$ cat config.mk
export PLATFORM = sky130hd
export DESIGN_NAME = idm_cell
export DESIGN_NICKNAME = d
export VERILOG_FILES = /design/src/rtl/idm_pkg.sv /design/src/rtl/idm_cell.sv
export SDC_FILE = /design/constraint.sdc
export NUM_CORES = 1
export LEC_CHECK = 0
export BUFFER_PORTS_ARGS = -buffer_cell sky130_fd_sc_hd__buf_2
export CAP_MARGIN = 5
export CORE_AREA = 2 2 204 206
export CTS_BUF_LIST = sky130_fd_sc_hd__clkbuf_4
export DETAILED_ROUTE_END_ITERATION = 7
export DIE_AREA = 0 0 206 208
export GPL_ROUTABILITY_DRIVEN = 0
export PLACE_DENSITY_LB_ADDON = 0.2
export SYNTH_ARGS = -nofsm -noshare
export SYNTH_HDL_FRONTEND = slang
export SYNTH_SLANG_ARGS = --single-unit
$ cat constraint.sdc
create_clock -name clk -period 0.8 [get_ports clk]
set_input_delay 0.04 -clock clk [delete_from_list [all_inputs] [get_ports clk]]
set_output_delay 0.04 -clock clk [all_outputs]
set_load 0.03 [all_outputs]
$ cat src/rtl/idm_pkg.sv
`default_nettype none
package idm_pkg;

	localparam int PORT_W     = 64;
	localparam int DATA_W_DEF = 64;

	typedef enum logic [1:0] {
		KIND_UQUO = 2'd0,
		KIND_UREM = 2'd1,
		KIND_SQUO = 2'd2,
		KIND_SREM = 2'd3
	} kind_t;

	// side info that travels with each beat down the cell row
	typedef struct packed {
		logic valid;
		logic want_rem;
		logic neg_q;
		logic neg_r;
		logic zero;
	} ctl_t;

endpackage
`default_nettype wire

$ cat src/rtl/idm_cell.sv
`default_nettype none
module idm_cell #(
	parameter int DATA_WIDTH = idm_pkg::DATA_W_DEF
) (
	input  wire logic                  clk,
	input  wire logic                  arst_n,
	input  wire idm_pkg::ctl_t         ctl_in,
	input  wire logic [DATA_WIDTH-1:0] rem_in,
	input  wire logic [DATA_WIDTH-1:0] num_in,
	input  wire logic [DATA_WIDTH-1:0] quo_in,
	input  wire logic [DATA_WIDTH-1:0] dsor_in,
	output idm_pkg::ctl_t              ctl_q,
	output logic [DATA_WIDTH-1:0]      rem_q,
	output logic [DATA_WIDTH-1:0]      num_q,
	output logic [DATA_WIDTH-1:0]      quo_q,
	output logic [DATA_WIDTH-1:0]      dsor_q
);

	logic [DATA_WIDTH:0] wide;
	logic [DATA_WIDTH:0] diff;
	logic                take;

	// partial remainder keeps its carry-out, so the compare is W+1 bits
	always_comb begin
		wide = {rem_in, num_in[DATA_WIDTH-1]};
		diff = wide - {1'b0, dsor_in};
		take = (wide >= {1'b0, dsor_in});
	end

	always_ff @(posedge clk or negedge arst_n) begin
		if (!arst_n) begin
			ctl_q <= '0;
		end else begin
			ctl_q <= ctl_in;
		end
	end

	always_ff @(posedge clk) begin
		rem_q  <= take ? diff[DATA_WIDTH-1:0] : wide[DATA_WIDTH-1:0];
		num_q  <= {num_in[DATA_WIDTH-2:0], 1'b0};
		quo_q  <= {quo_in[DATA_WIDTH-2:0], take};
		dsor_q <= dsor_in;
	end

endmodule
`default_nettype wire

==> results.txt <==
Status: complete, but fails checks
Failing checks: negative hold slack, negative setup slack
Antenna Nets Post-Route: 0
Final Critical Period: 2.43 ns
Pwr dens: 1850 nW/um2
Syn. warnings: 0
Hold_ws: -0.580 ns
IO Count: 524
Max-slew violations: 0
Total core area: 40600 um2
Detailed Route WL: 50400 um
DR vias/cell: 4.30
Total global routing overflow: 0
Max_cap viols: 0
Largest net degree at the start of global routing: 14
Die W: 206 um
# DRC: 0
Required @ worst endpoint: 1.40 ns
Initial antenna violation count: 9
Final hold violation count: 31
Hpwl dp: 32400 um
Total CTS buffers: 75
Crit. End Element: register
Share of cells above drive strength 1: 55.5%
Worst setup SP type: input port
Sequential element share of the synthesized area: 51.8%
GR Util All Layers: 22.4%
Clock tree buffer depth: 3
First drt pass iteration count: 7
Clk slew on worst S/H paths: 0.06 ns
Initial Utilization: 24.9%
Fmax: 411 MHz
CP arrival: 3.03 ns
Post-synth cell types: 71
Primary FF master, synth: dfxtp_1
DRT iter0 DRCs: 365
Final setup fails: 325
Die ar.: 42800 um2
Input/output buffers: 521
Clock sinks: 260
CTS root buffer: clkbuf_4
# nets final: 2546
Wire length per cell: 17.9 um
First-pass GRT wire length: 73400 um
CTS tree: built
Unrepaired setup endpoints after global routing: yes
Setup TNS: -212.17 ns
Mapped Area: 10100 um2
Leak pwr: 11.1 nW
Synth async-reset ratio: 1.92%
Net Count, Synth: 1282
Fin crit share: 304%
Crit-path max FO: 12
Post-synth EDFFs: 0
# rows: 74
Die Y: 208 um
Worst Hold Class: in -> reg
Count of state elements after synthesis: 260
Final worst setup slack: -1.63 ns
Number of global-route vias before repair: 13035
H-tree depth: 3
Mapped Cells: 954
Peak supply drop: 1050 uV
Via count: 12099
Area growth syn-to-layout: 128%
WS Path Type: in -> reg
Syn avg cell area: 10.6 um2
==> cell usage after synthesis (15+ instances only) <==
| cell | instances | share of area (%) |
|---|---|---|
| nand2_1 | 58 | 2.2 |
| inv_1 | 80 | 3.0 |
| xor2_1 | 19 | 1.6 |
| xnor2_1 | 37 | 3.2 |
| dfxtp_1 | 255 | 51 |
| clkbuf_1 | 19 | 0.71 |
| nor2_1 | 37 | 1.4 |
| o21ai_0 | 35 | 1.7 |
| a21oi_1 | 71 | 3.5 |
| mux2_2 | 51 | 5.7 |
| ha_1 | 64 | 7.9 |
| nand4_1 | 15 | 0.93 |
| a21o_1 | 36 | 2.7 |
==> placed cells by master (no fill, tap or decap), types with 58 or more instances in the layout <==
cell type	instances
dlygate4sd3_1	429
buf_2	257
a21oi_1	68
buf_4	249
inv_1	78
dfxtp_2	255
nand2_1	58
buf_6	264
clkbuf_4	100
ha_1	58
==> power breakdown <==
group / internal (mW) / switching, mW / leakage, nW
clock network: 6.24 / 6.38 / 0.541
registers: 14.5 / 0.670 / 2.21
logic: 7.97 / 7.02 / 8.40
==> logic make-up (layout without fill, tap and decap cells) <==
group,Yosys count,in the layout,share of synthesized area [%]
flip-flops,260,260,51.8
AO/OA/AOI/OAI,225,225,14.8
AND/OR/NAND/NOR,175,175,8.51
buffers and inverters,109,1428,4.69
adder cells (fa/ha/maj),65,65,8.13
multiplexers,63,63,7.22
XOR/XNOR,56,56,4.86
other,1,8,0.0371
==> path summary, 6_finish.rpt <==
path                       depth (start not counted)  slack, ns         to  startpoint
max in group asynchronous                          3       0.34   ctl_q[1]      arst_n
setup / recovery                                  16      -1.63  rem_q[48]  dsor_in[1]
hold / removal                                     1      -0.58  dsor_q[4]  dsor_in[4]
min in group asynchronous                          3       0.20   ctl_q[3]      arst_n
==> registers in the layout, indices dropped and copies added, names as in the netlist <==
| name | cells |
|---|---|
| dsor_q | 64 |
| quo_q | 64 |
| rem_q | 64 |
| num_q | 63 |
| ctl_q | 5 |
==> metal layers <==
metal	track usage, %	wire length, um
met5	0	26
met2	40.2	26000
met4	13.5	2570
met1	22.9	18500
met3	6.05	3340
==> layout make-up <==
cell class | instances | area [um2]
fill | 3391 | 17500
antenna | 7 | 17.5
inverter | 81 | 322
clock inverter | 32 | 180
tap | 532 | 666
clock buffer | 100 | 751
sequential | 260 | 5550
timing repair buffer | 1215 | 10700
multi-input combinational | 585 | 4870
==> per-stage QoR <==
stage	instances	area (um2)	util (%)	setup slack [ns]	total power, mW
2_1_floorplan	954	10200	-	-2.28	20.9
3_5_place_dp	2226	15200	37.4	-2.60	25.7
3_3_place_gp	2226	15200	37.4	-2.45	25.7
5_1_grt	2812	23100	56.9	-1.66	45.0
6_report	2812	23100	56.9	-1.63	42.7
4_1_cts	2727	22000	54.1	-1.55	42.1
==> worst max-delay path, stage by stage <==
cell and delay (ns):
buf_12 0.09, inv_12 0.03, ha_4 0.25, nor2b_4 0.13, o21ai_2 0.07, o21a_2 0.22, o31a_1 0.28, o31a_1 0.36
o41ai_4 0.27, a41o_2 0.28, a31oi_4 0.08, o211a_4 0.25, clkinv_4 0.08, buf_12 0.12, buf_12 0.15, mux2_2 0.33
==> what timing repair did <==
item | 4_1_cts | 5_1_grt
hold endpoints to repair | 264 | 78
setup buffers | 12 | 6
resized for setup | 820 | 69
endpoints found under the setup margin | 325 | 325
gates cloned | 1 | 1
hold buffers | 356 | 74
pin swaps | 10 | 15
Power figures use the tool's default switching activity.
