--- config.mk ---
export PLATFORM = sky130hd
export DESIGN_NAME = idm_fix
export DESIGN_NICKNAME = d
export VERILOG_FILES = /design/src/rtl/idm_pkg.sv /design/src/rtl/idm_fix.sv
export SDC_FILE = /design/constraint.sdc
export NUM_CORES = 1
export LEC_CHECK = 0
export ABC_AREA = 0
export ABC_CLOCK_PERIOD_IN_PS = 1000
export BUFFER_PORTS_ARGS = -buffer_cell sky130_fd_sc_hd__buf_4
export CORE_ASPECT_RATIO = 0.8
export CORE_MARGIN = 5
export CORE_UTILIZATION = 38
export CTS_CLUSTER_DIAMETER = 50
export DETAILED_ROUTE_END_ITERATION = 10
export PLACE_DENSITY_LB_ADDON = 0.15
export SLEW_MARGIN = 20
export SYNTH_ARGS = -nofsm -noshare
export SYNTH_HDL_FRONTEND = slang
export SYNTH_SLANG_ARGS = --single-unit
export TNS_END_PERCENT = 1
--- constraint.sdc ---
create_clock -name clk -period 1 [get_ports clk]
set_input_delay 0.25 -clock clk [delete_from_list [all_inputs] [get_ports clk]]
set_output_delay 0.25 -clock clk [all_outputs]
set_load 0.005 [all_outputs]
--- src/rtl/idm_pkg.sv ---
`default_nettype none
package idm_pkg;

	localparam int PORT_W     = 64;
	localparam int DATA_W_DEF = 64;

	typedef enum logic [1:0] {
		KIND_UQUO = 2'd0,
		KIND_UREM = 2'd1,
		KIND_SQUO = 2'd2,
		KIND_SREM = 2'd3
	} kind_t;

	// side info that travels with each beat down the cell row
	typedef struct packed {
		logic valid;
		logic want_rem;
		logic neg_q;
		logic neg_r;
		logic zero;
	} ctl_t;

endpackage
`default_nettype wire

--- src/rtl/idm_fix.sv ---
`default_nettype none
module idm_fix #(
	parameter int DATA_WIDTH = idm_pkg::DATA_W_DEF
) (
	input  wire logic                       clk,
	input  wire logic                       arst_n,
	input  wire idm_pkg::ctl_t              ctl,
	input  wire logic [DATA_WIDTH-1:0]      rem,
	input  wire logic [DATA_WIDTH-1:0]      quo,
	output logic                            done_q,
	output logic [idm_pkg::PORT_W-1:0]      result_q,
	output logic                            dbz_q
);

	logic [DATA_WIDTH-1:0] res;

	// zero divisor: the row leaves all ones in quo and the dividend magnitude in rem
	always_comb begin
		if (ctl.want_rem) begin
			res = ctl.neg_r ? (~rem + 1'b1) : rem;
		end else if (ctl.zero) begin
			res = '0;
		end else begin
			res = ctl.neg_q ? (~quo + 1'b1) : quo;
		end
	end

	always_ff @(posedge clk or negedge arst_n) begin
		if (!arst_n) begin
			done_q <= 1'b0;
		end else begin
			done_q <= ctl.valid;
		end
	end

	always_ff @(posedge clk) begin
		result_q <= idm_pkg::PORT_W'(res);
		dbz_q    <= ctl.zero;
	end

endmodule
`default_nettype wire

==> summary.txt, run 1 <==
Final layout
  • Nets@finish: 1303
  • Post-route cell area: between 0.01 and 0.015 mm2
  • Antenna diodes: 0
  • Layout cell share with drive strength beyond 1: 0.529
  • Fillers: around 1200
  • Area grow syn2layout: 85.7%

Power and ir drop
  • Power share of the combinational group: 0.371
  • Pleak: 4.43 nW
  • Switching pwr: 3.06 mW
  • Sw Ratio: 0.314
  • Flop pwr share: 0.320
  • Pint: 6.68 mW
  • Clock share of power: 0.309
  • Total power: 9.73 mW
  • Power per standard cell area: 957 mW/mm2
  • IR drop worst, VDD: just under 900 uV

Yosys
  • Syn nets: 840
  • Yosys top cell by area: dfxtp_1
  • Synth Register Bits: 66
  • Syn Area/Cell: 7.79 um2
  • Cell Area, Synth: 0.00548 mm2
  • Seq/Total Area, Yosys: 0.242
  • Leading post-synthesis cells by cell area: dfxtp_1, xor2_1, xnor2_1, o22ai_1, nor4_1
  • Count leader, synth: xor2_1
  • Post-synth EDFFs: 0
  • Yosys top cell area share: 0.238
  • Commonest register cell after synthesis: dfxtp_1
  • Post-synth ARST share: 0.0152
  • Ys Warns: 0
  • Post-synth top cells: xor2_1, dfxtp_1, nor2_1
  • Synth cell types: 65
  • Syn Inst Count: between 700 and 800

Die
  • Core footprint: 0.0142 mm2
  • Die Ht: 117 um
  • Rows: 39
  • Die area: 0.0169 mm2
  • Initial Util: 0.386
  • Die width: 144 um
  • IO Pins: 201

Timing
  • Worst setup margin: -1.28 ns
  • Final Hold Viols: 0
  • Worst slew pin tran: 0.539 ns
  • RSZ-0062 raised after global routing: yes
  • Final period utilization: 2.28
  • Max-slew violations: 0
  • Setup TNS: -58.85 ns
  • FMAX: 439 MHz
  • Relative slew slack: 0.638
  • Setup violators final: ~130
  • Minimum clock period: 2.28 ns

Placed design
  • IO buf count: 200
  • Placed Area: 0.00926 mm2
  • Post-DP HPWL: around 23000 um
  • Worst slack at placement: -1.73 ns
  • Final GP Congestion: 1.06

Global route
  • Antenna violations before repair: 1
  • First-pass GRT wire length: 42500 um
  • Vias in the first global route: 7413
  • GRT Util Overall: 0.324
  • Gr ovfl total: 0
  • Largest net degree at the start of global routing: 40

Setup path
  • Setup CP Type: in2reg
  • Delay-heaviest family, CP: simple AND/OR/NAND/NOR gates
  • Worst-path cell chain: buf_6, or4_4, or4_4, or4_4, o41ai_4, xor2_1, o22ai_1
  • Worst path bufs/invs: 1
  • Slowest cell on crit path: or4_4
  • Startpoint type of the worst setup path: input pin
  • CP endpoint kind: flop
  • CP required: approximately 1.2 ns
  • Slowest stage delay, CP: 0.56 ns
  • Most used cell, CP: or4_4
  • Worst Path Max Fanout: 6
  • CP arrival: about 2.5 ns

Clock tree
  • CTS Buf Count: 9
  • Setup bufs post-CTS: 0
  • Clock tree buffer depth: 2
  • CTS clk-pin slew, worst paths: 0.06 ns
  • CTS tree: yes
  • Htree depth: 3
  • TritonCTS Sinks: 66
  • Root Buffer: clkbuf_16

Run
  • Max Cap Violations: 0

Drt
  • DRT antenna net count: 0
  • # DRC: 0
  • Per-cell routed wire length: 21.2 um
  • DRT iter0 DRCs: 929
  • 1st-pass router iterations: 6
  • Post-DR vias/cell: 5.78
  • Final wirelength: about 29000 um
  • Detailed-route via count: 7832

Run status
  • Status: finished with violations
  • Failing checks: negative setup slack

Hold path
  • Min-delay worst type: in2reg
## flip-flops by register name (all words and copies together), names as in the netlist
register / cells
dbz_q: 1
done_q: 1
result_q: 64
## kinds of logic after synthesis
kind of cell / after synthesis / synth area share
flip-flops: 66 / 0.242
adder cells (fa/ha/maj): 2 / 0.00457
XOR/XNOR: 101 / 0.162
multiplexers: 14 / 0.0258
buffers and inverters: 49 / 0.0338
AO/OA/AOI/OAI: 172 / 0.226
AND/OR/NAND/NOR: 299 / 0.306
## power by group through the flow
stage | registers, mW | clock network (mW) | logic [mW]
6_report | 3.12 | 3.01 | 3.61
2_1_floorplan | 3.09 | 0 | 1.00
3_5_place_dp | 3.12 | 0 | 3.27
5_1_grt | 3.13 | 3.12 | 3.81
4_1_cts | 3.10 | 3.01 | 3.47
3_3_place_gp | 3.11 | 0 | 3.23
## routing by layer
layer,GRT usage,part of all wire,vias to the layer above
met4,0.0723,0.019,2
met3,0.0907,0.12,44
met1,0.498,0.46,3690
li1,-,-,3625
met2,0.444,0.40,471
met5,0,0.00045,-
## layout by cell type, fill, tap and decap left out, drive strengths merged, types with 4 or more instances in the layout
cell type,n
or2,13
nand2,43
nor2,53
or3,28
and3,9
o21ai,36
a22o,11
buf,490
nand3,19
xnor2,33
xor2,68
nand2b,5
nand4,15
o22ai,37
o41ai,19
dfxtp,65
nor4,32
nand4b,7
clkinv,4
inv,9
clkbuf,12
o31ai,25
mux2i,13
o31a,4
nor3,33
or4,27
a21oi,11
a31oi,4
## area by class of cell
class                           instances  area [um2]  area share
Clock inverter                          3        15.0     0.00148
Clock buffer                           12         256      0.0252
Multi-Input combinational cell        588        4380       0.430
Sequential cell                        66        1370       0.134
Timing Repair Buffer                  491        3880       0.382
Tap cell                              184         230      0.0226
Inverter                               10        38.8     0.00381
## final timing paths
| check | start | endpoint | slack, ns | depth (start not counted) |
|---|---|---|---|---|
| max in group asynchronous | arst_n | done_q | 0.71 | 2 |
| min in group asynchronous | arst_n | done_q | 0.21 | 2 |
| setup / recovery | quo[20] | result_q[35] | -1.28 | 7 |
| hold / removal | ctl[4] | done_q | 0.02 | 1 |
## metrics by stage
| stage | hold slack (ns) | instances | utilization |
|---|---|---|---|
| 2_1_floorplan | -0.0456 | 703 | - |
| 3_3_place_gp | 0.0255 | 1338 | 0.652 |
| 3_5_place_dp | 0.0292 | 1338 | 0.652 |
| 4_1_cts | 0.0149 | 1354 | 0.705 |
| 5_1_grt | 0.0130 | 1354 | 0.716 |
| 6_report | 0.0165 | 1354 | 0.716 |
## timing repair
action / in CTS / in global routing
resized for setup: 120 / 39
hold endpoints to repair: 1 / 0
pin swaps: 21 / 12
hold buffers: 1 / 0
setup endpoints to repair: 127 / 129
(Power assumes the default switching activity.)
==> inputs of run 2 (changes only) <==
- SKIP_LAST_GASP: unset -> 1
==> summary.txt, run 2 (same netlist as run 1, synthesis figures left out) <==
Run status
  • Status: finished with violations
  • Failing checks: negative setup slack

Placed design
  • Post-DP HPWL: 23400 um
  • Placed cell count: 1338
  • IO buf count: 200
  • Final GP Congestion: 1.06
  • Placed Area: 0.00926 mm2
  • Worst slack at placement: -1.73 ns

Setup path
  • Worst Path Max Fanout: 3
  • Slowest stage delay, CP: 0.58 ns
  • Startpoint type of the worst setup path: input pin
  • Setup CP Type: in2reg
  • Most used cell, CP: buf_4
  • CP endpoint kind: flop
  • Worst-path cell chain: buf_4, or4_4, or3_4, buf_4, or4b_1, o211a_1, o31ai_2
  • Slowest cell on crit path: or4b_1
  • CP arrival: ~2.6 ns
  • CP required: 1.23 ns

Timing
  • Minimum clock period: 2.34 ns
  • Worst setup margin: -1.34 ns
  • Setup TNS: -67.02 ns
  • Relative slew slack: 0.623
  • Setup violators final: between 100 and 150
  • FMAX: approximately 430 MHz
  • RSZ-0062 raised after global routing: yes
  • Final Hold Viols: 0
  • Worst slew pin tran: 0.560 ns
  • Max-slew violations: 0
  • Final hold slack: 0.0201 ns
  • Final period utilization: 2.34

Clock tree
  • CTS clk-pin slew, worst paths: ~0.060 ns
  • Htree depth: 3
  • TritonCTS Sinks: 66
  • Clock tree buffer depth: 2
  • CTS tree: yes
  • Root Buffer: clkbuf_16
  • CTS Buf Count: 9

Hold path
  • Hold endpoint: done_q
  • Min-delay worst type: in2reg
  • Hold Startpoint: ctl[4]
  • Hold Path Depth: 1

Final layout
  • Most flop-heavy register: result_q
  • Area grow syn2layout: 75.0%
  • Biggest regs: result_q: 64 flops, dbz_q: 1 flops, done_q: 1 flops
  • Antenna diodes: 0
  • Layout cell share with drive strength beyond 1: 0.458
  • Fin cells: 1354
  • Commonest non-fill, non-tap cell in the layout: buf_4
  • Fillers: 1239
  • Post-route cell area: 0.00958 mm2
  • Number of flip-flops in the largest register: 64
  • Nets@finish: 1303
  • Commonest cells after routing, fill and taps aside: buf_4, xor2_1, dfxtp_1, nor2_1, nand2_1

Die
  • Die width: 144 um
  • Die Ht: 117 um
  • IO Pins: 201
  • Die area: around 0.017 mm2
  • Core footprint: 0.0142 mm2
  • Initial Util: 0.386
  • Rows: 39

Drt
  • # DRC: 0
  • DRT iter0 DRCs: 974
  • DRT antenna net count: 0
  • Per-cell routed wire length: 20.7 um
  • Detailed-route via count: 7700
  • Final wirelength: 28000 um
  • Post-DR vias/cell: ~5.7
  • 1st-pass router iterations: 7

Global route
  • GRT Util Overall: 0.317
  • Vias in the first global route: slightly above 7000
  • Antenna violations before repair: 1
  • Largest net degree at the start of global routing: 40
  • Gr ovfl total: 0
  • First-pass GRT wire length: 41600 um

Power and ir drop
  • Power per standard cell area: roughly 980 mW/mm2
  • IR drop worst, VDD: 828 uV
  • Pleak: 4.26 nW

Run
  • Max Cap Violations: 0
-- run 2: cell counts in the layout (fill, tap and decap cells not counted) --
No cell type changed its count.
-- run 2: final cells by class --
cell class | instances | area (um2) | share of cell area
clock inverters | 3 | 15.0 | 0.00157
multi-input cells | 588 | 4020 | 0.419
clock buffers | 12 | 256 | 0.0268
well taps | 184 | 230 | 0.0240
inverters | 10 | 37.5 | 0.00392
repair buffers | 491 | 3700 | 0.386
flip-flops and latches | 66 | 1330 | 0.138
-- run 2: repair_timing --
action	CTS	global route
buffers inserted	0	0
setup endpoints to repair	127	129
pin swaps	1	1
hold buffers	1	0
gates resized for setup	1	7
cloned	0	0
endpoints found under the hold margin	1	0
-- run 2: worst max-delay path, delay by kind of cell --
kind	cells	cell delay, ns
AOI/OAI and AO/OA	2	0.58
buffers and inverters	2	0.26
and+or+nand+nor	3	1.47
-- run 2: per-layer routing --
| layer | part of all wire | global-route usage | up-vias |
|---|---|---|---|
| li1 | - | - | 3621 |
| met1 | 0.47 | 0.502 | 3573 |
| met2 | 0.39 | 0.426 | 473 |
| met3 | 0.12 | 0.0797 | 31 |
| met4 | 0.017 | 0.0653 | 2 |
| met5 | 0.00046 | 0 | - |
-- run 2: report_power, final --
| part | total, mW | leakage [nW] | internal, mW | switching, mW |
|---|---|---|---|---|
| Sequential | 3.07 | 0.558 | 2.93 | 0.140 |
| Clock | 2.98 | 0.138 | 1.79 | 1.19 |
| Combinational | 3.37 | 3.56 | 1.78 | 1.59 |
| Total | 9.42 | 4.26 | 6.49 | 2.92 |
-- run 2: per-stage QoR --
| stage | power (mW) | util |
|---|---|---|
| finish | 9.42 | 0.675 |
| global route | 9.78 | 0.675 |
| CTS | 9.37 | 0.672 |
| detailed placement | 6.39 | 0.652 |
| global placement | 6.34 | 0.652 |
| floorplan | 4.10 | - |
-- run 2: worst max path at each step --
stage          slack, ns  depth (start not counted)  startpoint           end
6_report           -1.34                          7     quo[20]  result_q[58]
5_1_grt            -1.39                          7     quo[20]  result_q[35]
4_1_cts            -1.29                          7     quo[20]  result_q[35]
3_5_place_dp       -1.73                          7     quo[20]  result_q[58]
3_3_place_gp       -1.71                          7     quo[20]  result_q[58]
2_1_floorplan      -1.38                          6     quo[20]  result_q[35]
