File: src/rtl/idm_pkg.sv
`default_nettype none
package idm_pkg;

	localparam int PORT_W     = 64;
	localparam int DATA_W_DEF = 64;

	typedef enum logic [1:0] {
		KIND_UQUO = 2'd0,
		KIND_UREM = 2'd1,
		KIND_SQUO = 2'd2,
		KIND_SREM = 2'd3
	} kind_t;

	// side info that travels with each beat down the cell row
	typedef struct packed {
		logic valid;
		logic want_rem;
		logic neg_q;
		logic neg_r;
		logic zero;
	} ctl_t;

endpackage
`default_nettype wire

File: src/rtl/idm_prep.sv
`default_nettype none
module idm_prep #(
	parameter int DATA_WIDTH = idm_pkg::DATA_W_DEF
) (
	input  wire logic                  clk,
	input  wire logic                  arst_n,
	input  wire logic                  start,
	input  wire logic [1:0]            kind,
	input  wire logic [DATA_WIDTH-1:0] dividend,
	input  wire logic [DATA_WIDTH-1:0] divisor,
	output idm_pkg::ctl_t              ctl_s1,
	output logic [DATA_WIDTH-1:0]      num_s1,
	output logic [DATA_WIDTH-1:0]      dsor_s1
);

	logic          is_signed;
	logic          want_rem;
	logic          sa;
	logic          sb;
	idm_pkg::ctl_t ctl_d;

	always_comb begin
		case (idm_pkg::kind_t'(kind))
			idm_pkg::KIND_UQUO: begin is_signed = 1'b0; want_rem = 1'b0; end
			idm_pkg::KIND_UREM: begin is_signed = 1'b0; want_rem = 1'b1; end
			idm_pkg::KIND_SQUO: begin is_signed = 1'b1; want_rem = 1'b0; end
			idm_pkg::KIND_SREM: begin is_signed = 1'b1; want_rem = 1'b1; end
			default: begin is_signed = 1'b0; want_rem = 1'b0; end
		endcase
		sa = is_signed & dividend[DATA_WIDTH-1];
		sb = is_signed & divisor[DATA_WIDTH-1];
		ctl_d.valid    = start;
		ctl_d.want_rem = want_rem;
		ctl_d.neg_q    = sa ^ sb;
		ctl_d.neg_r    = sa;
		ctl_d.zero     = (divisor == '0);
	end

	always_ff @(posedge clk or negedge arst_n) begin
		if (!arst_n) begin
			ctl_s1 <= '0;
		end else begin
			ctl_s1 <= ctl_d;
		end
	end

	always_ff @(posedge clk) begin
		num_s1  <= sa ? (~dividend + 1'b1) : dividend;
		dsor_s1 <= sb ? (~divisor + 1'b1) : divisor;
	end

endmodule
`default_nettype wire

File: config.mk
export PLATFORM = sky130hd
export DESIGN_NAME = idm_prep
export DESIGN_NICKNAME = d
export VERILOG_FILES = /design/src/rtl/idm_pkg.sv /design/src/rtl/idm_prep.sv
export SDC_FILE = /design/constraint.sdc
export NUM_CORES = 1
export LEC_CHECK = 0
export ABC_AREA = 1
export CAP_MARGIN = 10
export CORE_MARGIN = 2
export CORE_UTILIZATION = 55
export DETAILED_ROUTE_END_ITERATION = 6
export DONT_BUFFER_PORTS = 1
export PLACE_DENSITY = 0.69
export SLEW_MARGIN = 15
export SYNTH_ARGS = -nofsm -noshare
export SYNTH_HDL_FRONTEND = slang
export SYNTH_SLANG_ARGS = --single-unit
File: constraint.sdc
create_clock -name clk -period 0.8 [get_ports clk]
set_clock_uncertainty 0.05 [all_clocks]
set_input_delay 0.08 -clock clk [delete_from_list [all_inputs] [get_ports clk]]
set_output_delay 0.08 -clock clk [all_outputs]
set_load 0.02 [all_outputs]
==> reports/metrics.csv, run 1 <==
metric;value;unit
synth_flop_cell;dfxtp_1;
ys_ff_latch;133;
fp.dieW;119.4;microns
status;stopped before the end;
cts_htree_levels;4;
die_h;119.4;microns
grt.overflow.total;77;
place.gp.congestion;0.9684;
cts_buffer_depth;2;
worstEndpointGrtRepair;ctl_s1[1];
yosys_warnings;0;
haltStage;5_1_grt;
synth_cells;1120;
grtUsageTotal;69.63;%
ys_types;39;
synth_top_area_share;34.99;%
synth_top_cell_by_area;dfxtp_1;
synthesis.nets;1255;
dp_slack;-600.9;ps
synthArstFlopShare;3.759;%
antenna_found_initial;1;
cts_sinks;133;
start_util;55.74;%
syn_area;7323;sq um
grt_max_degree;18;
yosysMostFrequentCell;nand2_1;
dpl.hpwl;19.37;mm
cts_made_buffers;17;
ios;266;
yosys-top-cells-area;dfxtp_1 (35%), nand2_1 (18%), nor2_1 (11%);
synth-edff-count;0;
clockRootBuffer;clkbuf_16;
netlist_top_cells_count;nand2_1 (359), nor2_1 (208), dfxtp_1 (128);
avgSynthCellArea;6.539;sq um
ys_seq_area_share;36.70;%
port_buffers;0;
worst_endpoint_kind;primary output;
rows;42;
error;[ERROR GRT-0232] Routing congestion too high. Check the congestion heatmap in the GUI.;
## stage by stage
stage | cells | area (sq um) | util, % | hold WS (ps)
after detailed placement | 1433 | 9123 | 69.44 | -265.4
after CTS | 1562 | 11220 | 85.44 | -382.3
after floorplan | 1120 | 7843 | - | -265.6
after global placement | 1433 | 9123 | 69.44 | -265.4
## repair_timing
item / in CTS
endpoints found under the hold margin: 138
buffers inserted: 4
setup endpoints to repair: 164
pin swaps: 20
resized for setup: 281
hold buffers: 93
## logic make-up after synthesis
family          after synthesis  synth area share [%]
compound gates               70                 6.475
xor+xnor                     62                 7.518
fa+ha+maj                     2                0.3417
buf+inv                     126                 7.227
flops                       133                 36.70
simple gates                727                 41.74
## metal layers
| metal | GRT usage (%) | overflow |
|---|---|---|
| met1 | 63.04 | 0 |
| met2 | 94.43 | 39 |
| met3 | 50.34 | 3 |
| met4 | 76.32 | 35 |
| met5 | 11.03 | 0 |
==> inputs of run 2 (changes only) <==
--- a/config.mk
+++ b/config.mk
@@ -8,10 +8,10 @@
 export ABC_AREA = 1
 export CAP_MARGIN = 10
 export CORE_MARGIN = 2
-export CORE_UTILIZATION = 55
+export CORE_UTILIZATION = 40
 export DETAILED_ROUTE_END_ITERATION = 6
 export DONT_BUFFER_PORTS = 1
-export PLACE_DENSITY = 0.69
+export PLACE_DENSITY_LB_ADDON = 0.15
 export SLEW_MARGIN = 15
 export SYNTH_ARGS = -nofsm -noshare
 export SYNTH_HDL_FRONTEND = slang
==> reports/metrics.csv, run 2 <==
metric;value;unit;change
cts_tree;done;;
postRouteAntennaNets;0;;
synth_top_cell_by_area;dfxtp_1;;
max_freq;985.2;MHz;
rows;49;;+17%
grt_pass1_vias;8032;;
max-slew-margin-rel;70.35;%;
start_util;40.77;%;-15 points
fillers;1412;;
power_frac_comb;17.5;%;
fin_area;12200;sq um;
cts_htree_levels;4;;unchanged
clk_pin_slew;60;ps;
final_cell_mix;nand2_1 (315), buf_4 (168), dfxtp_4 (128);;
status;finished, violations left;;
grt.overflow.total;0;;
maxCapViolCount;0;;
power_density;1614;nW/um^2;
fp.coreArea;17960;sq um;
clockRootBuffer;clkbuf_16;;
grt_pass1_wl;41.26;mm;
min_period_over_period;126.9;%;
fin_hold_ws;-370.4;ps;
yosys-top-cells-area;dfxtp_1 (35%), nand2_1 (18%), nor2_1 (11%);;
post-route-min-period;1015;ps;
synth-xor-area-share;7.518;%;unchanged
path_class;reg -> out;;
synth_cells;1120;;unchanged
synth_flop_cell;dfxtp_1;;
tightest_slew;440.1;ps;
cts_sinks;133;;unchanged
final_util;67.94;%;
synth_top_area_share;34.99;%;unchanged
cp_max_fo;1;;
register_area;3173;sq um;
dr_total_vias;8127;;
finalSetupViolCount;165;;
synthArstFlopShare;3.759;%;unchanged
rsz0062_at_grt;yes;;
wl_per_cell;16.98;microns;
finalSetupTns;-19320;ps;
die_h;139.3;microns;+17%
ys_ff_latch;133;;unchanged
nets;1540;;
dieArea;19410;sq um;
syn_area;7323;sq um;unchanged
yosysMostFrequentCell;nand2_1;;
area_delta_synth_final;66.65;%;
first_pass_iters;5;;
setup_slack;-215.1;ps;
viasPerCell;4.934;;
multi_input_area;5142;sq um;
port_buffers;0;;unchanged
diodes;0;;
drc;0;;
swShare;30.94;%;
fp.dieW;139.3;microns;+17%
ir_drop;1.401;mV;
antenna_found_initial;0;;
synth_compound_area_share;6.475;%;unchanged
worst_setup_path_start_kind;flip-flop;;
worst_ep_arrival_time;890;ps;
drt_iter0_drc;378;;
internal-power;13600;uW;
required;670;ps;
cts_buffer_depth;2;;unchanged
p_switching;6092;uW;
ys_seq_area_share;36.70;%;unchanged
reg.largest.list;dsor_s1 x64, num_s1 x64, ctl_s1 x5;;
ys_types;39;;unchanged
synth-edff-count;0;;unchanged
yosys.area_share.adder;0.3417;%;unchanged
yosys_warnings;0;;unchanged
grtUsageTotal;27.21;%;
placed_cell_area;9349;sq um;+2.5%
post_synth_and_or_nand_nor_area_fraction;41.74;%;unchanged
cellLeakagePower;0.005169;uW;
drv_slew;0;;
avgSynthCellArea;6.539;sq um;unchanged
p_clk_share;38.0;%;
cp-end-kind;output port;;
synth_top_family_by_area;simple AND/OR/NAND/NOR gates;;
cts_made_buffers;17;;unchanged
routed_wl;27.97;mm;
layout-drive-gt1-share;43.51;%;
ios;266;;unchanged
synthMuxAreaShare;0;%;unchanged
dp_slack;-565.6;ps;+35.34 ps
place.gp.congestion;0.9514;;-1.8%
violations;negative hold slack, negative setup slack;;
final_common_cell;nand2_1;;
dpl.hpwl;20.87;mm;+7.7%
grt_max_degree;19;;
netlist_top_cells_count;nand2_1 (359), nor2_1 (208), dfxtp_1 (128);;
holdCritPathClass;in -> reg;;
seq_power_share;44.5;%;
hold_viol;53;;
synthesis.nets;1255;;unchanged
## run 2: cell counts after synthesis
Identical to the previous run, type by type.
## run 2: final timing paths
kind,cells after the start,slack [ps],end,start
worst max-delay path,0,-220,ctl_s1[0],ctl_s1[0]
worst min-delay path,0,-370,dsor_s1[0],divisor[0]
max in group asynchronous,1,530,ctl_s1[1],arst_n
min in group asynchronous,1,-80,ctl_s1[4],arst_n
## run 2: cells by family (layout without fill, tap and decap cells)
| kind of cell | Yosys count | in the layout |
|---|---|---|
| AND/OR/NAND/NOR | 727 | 728 |
| adder cells (fa/ha/maj) | 2 | 2 |
| XOR/XNOR | 62 | 62 |
| buffers and inverters | 126 | 423 |
| flip-flops | 133 | 133 |
| AO/OA/AOI/OAI | 70 | 70 |
## run 2: timing repair
action | 4_1_cts | 5_1_grt
hold buffers | 93 | 3
endpoints found under the hold margin | 136 | 52
gates resized for setup | 297 | 164
gates cloned | 0 | 1
buffers inserted | 4 | 12
setup endpoints to repair | 175 | 220
pin swaps | 26 | 86
## run 2: power by group through the flow
stage	clock network (uW)	registers, uW	logic, uW
floorplan	0	8640	1810
global route	7880	8820	3770
global placement	0	8790	2670
finish	7480	8760	3450
CTS	7620	8770	3190
detailed placement	0	8780	2700
## run 2: metrics by stage
step	instances	total power (uW)
CTS	1633	19580
detailed placement	1504	11480
finish	1647	19690
global route	1647	20480
global placement	1504	11460
floorplan	1120	10450
## run 2: per-layer routing
metal / track usage (%) / part of all wire, % / vias to the layer above / wire [microns]
met1: 29.96 / 37 / 3710 / 10370
li1: - / - / 4063 / -
met2: 49.59 / 52 / 301 / 14610
met5: 0 / 0 / - / 0
met4: 9.569 / 2.9 / 0 / 820
met3: 8.087 / 7.7 / 53 / 2167
## run 2: area by class of cell
type	instances	share of cell area (%)
Clock inverter	12	0.8612
Tap cell	229	2.348
Timing Repair Buffer	279	20.14
Sequential cell	133	26.00
Multi-Input combinational cell	862	42.14
Inverter	112	4.778
Clock buffer	20	3.742
No activity file was read; power rests on OpenSTA's default activity.
==> inputs of run 3 (changes only) <==
--- a/config.mk
+++ b/config.mk
@@ -11,6 +11,7 @@
 export CORE_UTILIZATION = 40
 export DETAILED_ROUTE_END_ITERATION = 6
 export DONT_BUFFER_PORTS = 1
+export HOLD_SLACK_MARGIN = 0.12
 export PLACE_DENSITY_LB_ADDON = 0.15
 export SLEW_MARGIN = 15
 export SYNTH_ARGS = -nofsm -noshare
==> constraint.sdc (replaced) <==
create_clock -name clk -period 0.85 [get_ports clk]
set_clock_uncertainty 0.05 [all_clocks]
set_input_delay 0.085 -clock clk [delete_from_list [all_inputs] [get_ports clk]]
set_output_delay 0.085 -clock clk [all_outputs]
set_load 0.02 [all_outputs]
==> reports/metrics.csv, run 3 (synthesis results as in run 2) <==
metric;value;unit;change
final_util;65.34;%;-2.6 points
worst_setup_path_start_kind;flip-flop;;
finalSetupTns;-12880;ps;+6442 ps
startpoint;ctl_s1[0];;
postRouteAntennaNets;0;;unchanged
endpoint;ctl_s1[0];;
layout-drive-gt1-share;40.39;%;-3.1 points
routed_wl;27.73;mm;-0.87%
internal-power;13280;uW;-2.4%
wl_per_cell;17.08;microns;+0.60%
clockRootBuffer;clkbuf_16;;
violations;negative hold slack, negative setup slack;;
dp_slack;-502.3;ps;+63.28 ps
cts_made_buffers;17;;unchanged
required;710;ps;+40 ps
dr_total_vias;8037;;-1.1%
rsz0062_at_grt;yes;;
fp.coreArea;17960;sq um;unchanged
maxCapViolCount;0;;unchanged
power;19110;uW;-3.0%
cp-end-kind;output port;;
max_freq;985.9;MHz;
fillers;1547;;+9.6%
die_h;139.3;microns;unchanged
status;finished, violations left;;
hold_viol;83;;+57%
holdCritPathClass;in -> reg;;
ios;266;;unchanged
seq_power_share;43.2;%;-1.3 points
drt_iter0_drc;438;;+16%
grt_max_degree;22;;+3
start_util;40.77;%;unchanged
setup_slack;-164.3;ps;+50.74 ps
cts_sinks;133;;unchanged
post-route-min-period;1014;ps;
place.gp.congestion;0.9186;;-3.4%
cts_buffer_depth;2;;unchanged
p_switching;5831;uW;-4.3%
area_delta_synth_final;60.28;%;
cellLeakagePower;0.005068;uW;-2.0%
max-slew-margin-rel;77.61;%;+7.3 points
diodes;0;;unchanged
clk_pin_slew;60;ps;about the same
cts_htree_levels;4;;unchanged
drc;0;;unchanged
ir_drop;1.489;mV;+6.3%
grt.overflow.total;0;;unchanged
dieArea;19410;sq um;unchanged
finalSetupViolCount;161;;-2.4%
rows;49;;unchanged
port_buffers;0;;unchanged
fin_hold_ws;-371.5;ps;-1.108 ps
fp.dieW;139.3;microns;unchanged
path_class;reg -> out;;
viasPerCell;4.952;;+0.35%
worst_ep_arrival_time;880;ps;about the same
drv_slew;0;;unchanged
cp.depth;0;;unchanged
grt_pass1_wl;40.91;mm;-0.84%
first_pass_iters;6;;+1
cts_tree;done;;
min_period_over_period;119.3;%;
grt_pass1_vias;7899;;-1.7%
reg.largest.list;dsor_s1 x64, num_s1 x64, ctl_s1 x5;;
final_cell_mix;nand2_1 (331), buf_4 (165), nor2_1 (133);;
tightest_slew;332.4;ps;-107.7 ps
power_density;1628;nW/um^2;+0.91%
cp_max_fo;1;;unchanged
dpl.hpwl;21.09;mm;+1.1%
p_clk_share;40.7;%;+2.7 points
nets;1516;;-1.6%
power_frac_comb;16.2;%;-1.3 points
swShare;30.51;%;-0.42 points
final_common_cell;nand2_1;;
antenna_found_initial;0;;unchanged
grtUsageTotal;27.10;%;-0.11 points
-- run 3: layout make-up --
type	instances	area [sq um]	area share, %
Tap cell	229	286.5	2.441
Inverter	112	566.8	4.829
Timing Repair Buffer	256	2252	19.19
Sequential cell	133	3174	27.04
Multi-Input combinational cell	861	4845	41.27
Clock inverter	14	173.9	1.482
Clock buffer	18	439.2	3.742
-- run 3: power groups by stage --
stage / Combinational, uW / Clock, uW / Sequential [uW]
final: 3090 / 7770 / 8250
after global routing: 3400 / 8120 / 8310
after CTS: 2740 / 7930 / 8270
after detailed placement: 2530 / 0 / 8280
after global placement: 2510 / 0 / 8290
after floorplan: 1700 / 0 / 8130
-- run 3: stage by stage --
step	instances	cell area, sq um
finish	1623	11740
global route	1623	11740
floorplan	1120	7833
detailed placement	1497	9299
global placement	1497	9299
CTS	1576	10890
-- run 3: routing by layer --
metal	GRT usage, %	up-vias	wire length (microns)
met3	9.050	66	2118
met2	48.81	281	14110
met1	29.26	3680	10460
met4	10.63	0	1039
met5	0	-	0
li1	-	4010	-
-- run 3: worst min path at each step --
stage / slack, ps / depth (start not counted) / start / endpoint
finish: -370 / 0 / divisor[0] / dsor_s1[0]
global route: -390 / 0 / divisor[0] / dsor_s1[0]
CTS: -390 / 0 / divisor[0] / dsor_s1[0]
detailed placement: -260 / 0 / arst_n / ctl_s1[3]
global placement: -260 / 0 / arst_n / ctl_s1[4]
floorplan: -260 / 0 / arst_n / ctl_s1[0]
-- run 3: timing repair --
item | in CTS | in global routing
setup endpoints to repair | 144 | 204
hold buffers | 47 | 27
setup buffers | 0 | 21
hold endpoints to repair | 138 | 110
pin swaps | 9 | 53
gates resized for setup | 267 | 124
==> inputs of run 4 (changes only) <==
--- a/config.mk
+++ b/config.mk
@@ -5,7 +5,6 @@
 export SDC_FILE = /design/constraint.sdc
 export NUM_CORES = 1
 export LEC_CHECK = 0
-export ABC_AREA = 1
 export CAP_MARGIN = 10
 export CORE_MARGIN = 2
 export CORE_UTILIZATION = 40
==> reports/metrics.csv, run 4 <==
metric;value;unit;change
cts_buffer_depth;2;;unchanged
synthesis.nets;747;;-40%
synth_flop_cell;dfxtp_1;;
required;1100;ps;+390 ps
netlist_top_cells_count;dfxtp_1 (128), xor2_1 (78), nor2_1 (54);;
max-slew-margin-rel;65.98;%;-12 points
antenna_found_initial;0;;unchanged
dr_total_vias;6143;;-24%
final_util;78.79;%;+13 points
grt-busiest-layer;met2;;
viasPerCell;5.746;;+16%
drt_iter0_drc;406;;-7.3%
die_h;123.6;microns;-11%
dp_slack;-1167;ps;-665.2 ps
maxCapViolCount;0;;unchanged
synth_top_cell_by_area;dfxtp_1;;
path_class;in -> reg;;
syn_area;5719;sq um;-22%
synth_cells;612;;-45%
ys_seq_area_share;46.99;%;+10 points
min_period_over_period;196.7;%;+77 points
cts_sinks;133;;unchanged
grt_pass1_wl;31.01;mm;-24%
dpl.hpwl;13.46;mm;-36%
yosys-top-cells-area;dfxtp_1 (45%), xor2_1 (12%), xnor2_1 (6.9%);;
yosys_warnings;0;;unchanged
worst_setup_path_start_kind;primary input;;
ios;266;;unchanged
wl_per_cell;23.17;microns;+36%
cp-end-kind;flip-flop;;
fp.dieW;123.6;microns;-11%
avgSynthCellArea;9.345;sq um;+43%
hold_viol;44;;-47%
max_stage_delay;600;ps;
synth-edff-count;0;;unchanged
cts_made_buffers;17;;unchanged
status;finished, violations left;;
fillers;781;;-50%
grt_max_degree;30;;+36%
startpoint;divisor[52];;
drc;0;;unchanged
yosysMostFrequentCell;dfxtp_1;;
post-route-min-period;1672;ps;+657.9 ps
final_common_cell;dfxtp_4;;
cts_htree_levels;4;;unchanged
clockRootBuffer;clkbuf_16;;
fin_hold_ws;-358.1;ps;+13.40 ps
max_freq;598.0;MHz;-39%
cp_max_fo;6;;+5
grt_use_met3;10.94;%;+1.9 points
dieArea;15270;sq um;-21%
synth_top_area_share;44.80;%;+9.8 points
drv_slew;0;;unchanged
ys_types;41;;+5.1%
layout-drive-gt1-share;57.03;%;+17 points
ir_drop;1.296;mV;-13%
fp.coreArea;13930;sq um;-22%
cellLeakagePower;0.004440;uW;-12%
first_pass_iters;5;;-1
setup_slack;-822.2;ps;-657.9 ps
crit_chain;dlygate4sd3_1 > nor3_2 > nand4_1 > nor4_4 > buf_6 > a21oi_2 > xor2_1;;
nets;1011;;-33%
tightest_slew;505.7;ps;+173.3 ps
cp_top_family;simple AND/OR/NAND/NOR gates;;
critPathBufInv;2;;
synthArstFlopShare;3.759;%;unchanged
min_from;divisor[0];;
rows;43;;-12%
routed_wl;24.77;mm;-11%
start_util;41.04;%;+0.28 points
rsz0062_at_grt;yes;;
final_cell_mix;dfxtp_4 (120), buf_4 (94), dlygate4sd3_1 (90);;
violations;negative hold slack, negative setup slack;;
diodes;0;;unchanged
cts_tree;done;;
use_met2;46.70;%;-2.1 points
finalSetupViolCount;244;;+52%
crit_path_top_delay_cell;dlygate4sd3_1;;
power_density;1636;nW/um^2;+0.46%
grtUsageTotal;26.65;%;-0.45 points
place.gp.congestion;0.8510;;-7.4%
postRouteAntennaNets;0;;unchanged
worst_ep_arrival_time;1920;ps;+1040 ps
port_buffers;0;;unchanged
grt_pass1_vias;5978;;-24%
clk_pin_slew;60;ps;about the same
ys_ff_latch;133;;unchanged
grt.overflow.total;0;;unchanged
holdCritPathClass;in -> reg;;
reg.largest.list;dsor_s1 x64, num_s1 x64, ctl_s1 x5;;
area_delta_synth_final;91.97;%;
grt_util_met1;28.19;%;-1.1 points
==> run 4: cell count changes after synthesis, moves of 26 or more <==
cell | before | now
o21ai_0 | 37 | 11
a21oi_1 | 9 | 43
xnor2_1 | 18 | 45
xor2_1 | 43 | 78
nand2_1 | 359 | 22
nor4_1 | 1 | 35
nor3_1 | 1 | 36
nand3_1 | 111 | 9
inv_1 | 105 | 23
nor2_1 | 208 | 54
==> run 4: path summary, 6_finish.rpt <==
path	to	slack, ps	cells after the start
max	dsor_s1[56]	-820	7
min	dsor_s1[0]	-360	0
max in group asynchronous	ctl_s1[3]	570	1
min in group asynchronous	ctl_s1[4]	-70	1
==> run 4: metrics by stage <==
stage                     total power [uW]  hold slack (ps)  cells  area, sq um  setup TNS [ps]
after floorplan                       8962           -260.6    612         6320          -79620
after global placement                9395           -260.1    870         7218          -81290
after detailed placement              9409           -260.1    870         7218          -81630
after CTS                            17430           -380.2    999         9759          -70300
after global routing                 18520           -375.6   1069        10980          -64670
final                                17960           -358.1   1069        10980          -56200
==> run 4: where the power goes <==
group | internal (uW) | switching, uW
Sequential | 7000 | 1140
Combinational | 1180 | 1100
Clock | 4670 | 2870
Total | 12800 | 5110
==> run 4: timing repair <==
item                       CTS  global route
gates resized for setup    360           146
hold buffers                78            45
setup endpoints to repair  236           266
hold endpoints to repair   138           107
buffers inserted            18            28
pin swaps                   46            73
gates cloned                 1             1
==> run 4: cells by family (layout without fill, tap and decap cells) <==
logic type,Yosys count,after routing,share of synthesized area [%]
compound gates,104,104,11.35
xor+xnor,123,123,18.84
fa+ha+maj,2,2,0.4375
buf+inv,40,316,2.778
flops,133,133,46.99
simple gates,210,211,19.60
==> run 4: cell type report <==
cell class / instances / area, sq um / area share (%)
Inverter: 23 / 101.3 / 0.9231
Sequential cell: 133 / 3154 / 28.73
Clock inverter: 13 / 157.7 / 1.436
Clock buffer: 19 / 442.9 / 4.034
Tap cell: 180 / 225.2 / 2.051
Multi-Input combinational cell: 440 / 4337 / 39.50
Timing Repair Buffer: 261 / 2561 / 23.33
==> run 4: per-layer routing <==
metal,share of wire [%],wire [microns]
met2,53,13020
met3,8.5,2096
met4,4.2,1048
met1,35,8611
met5,0,0
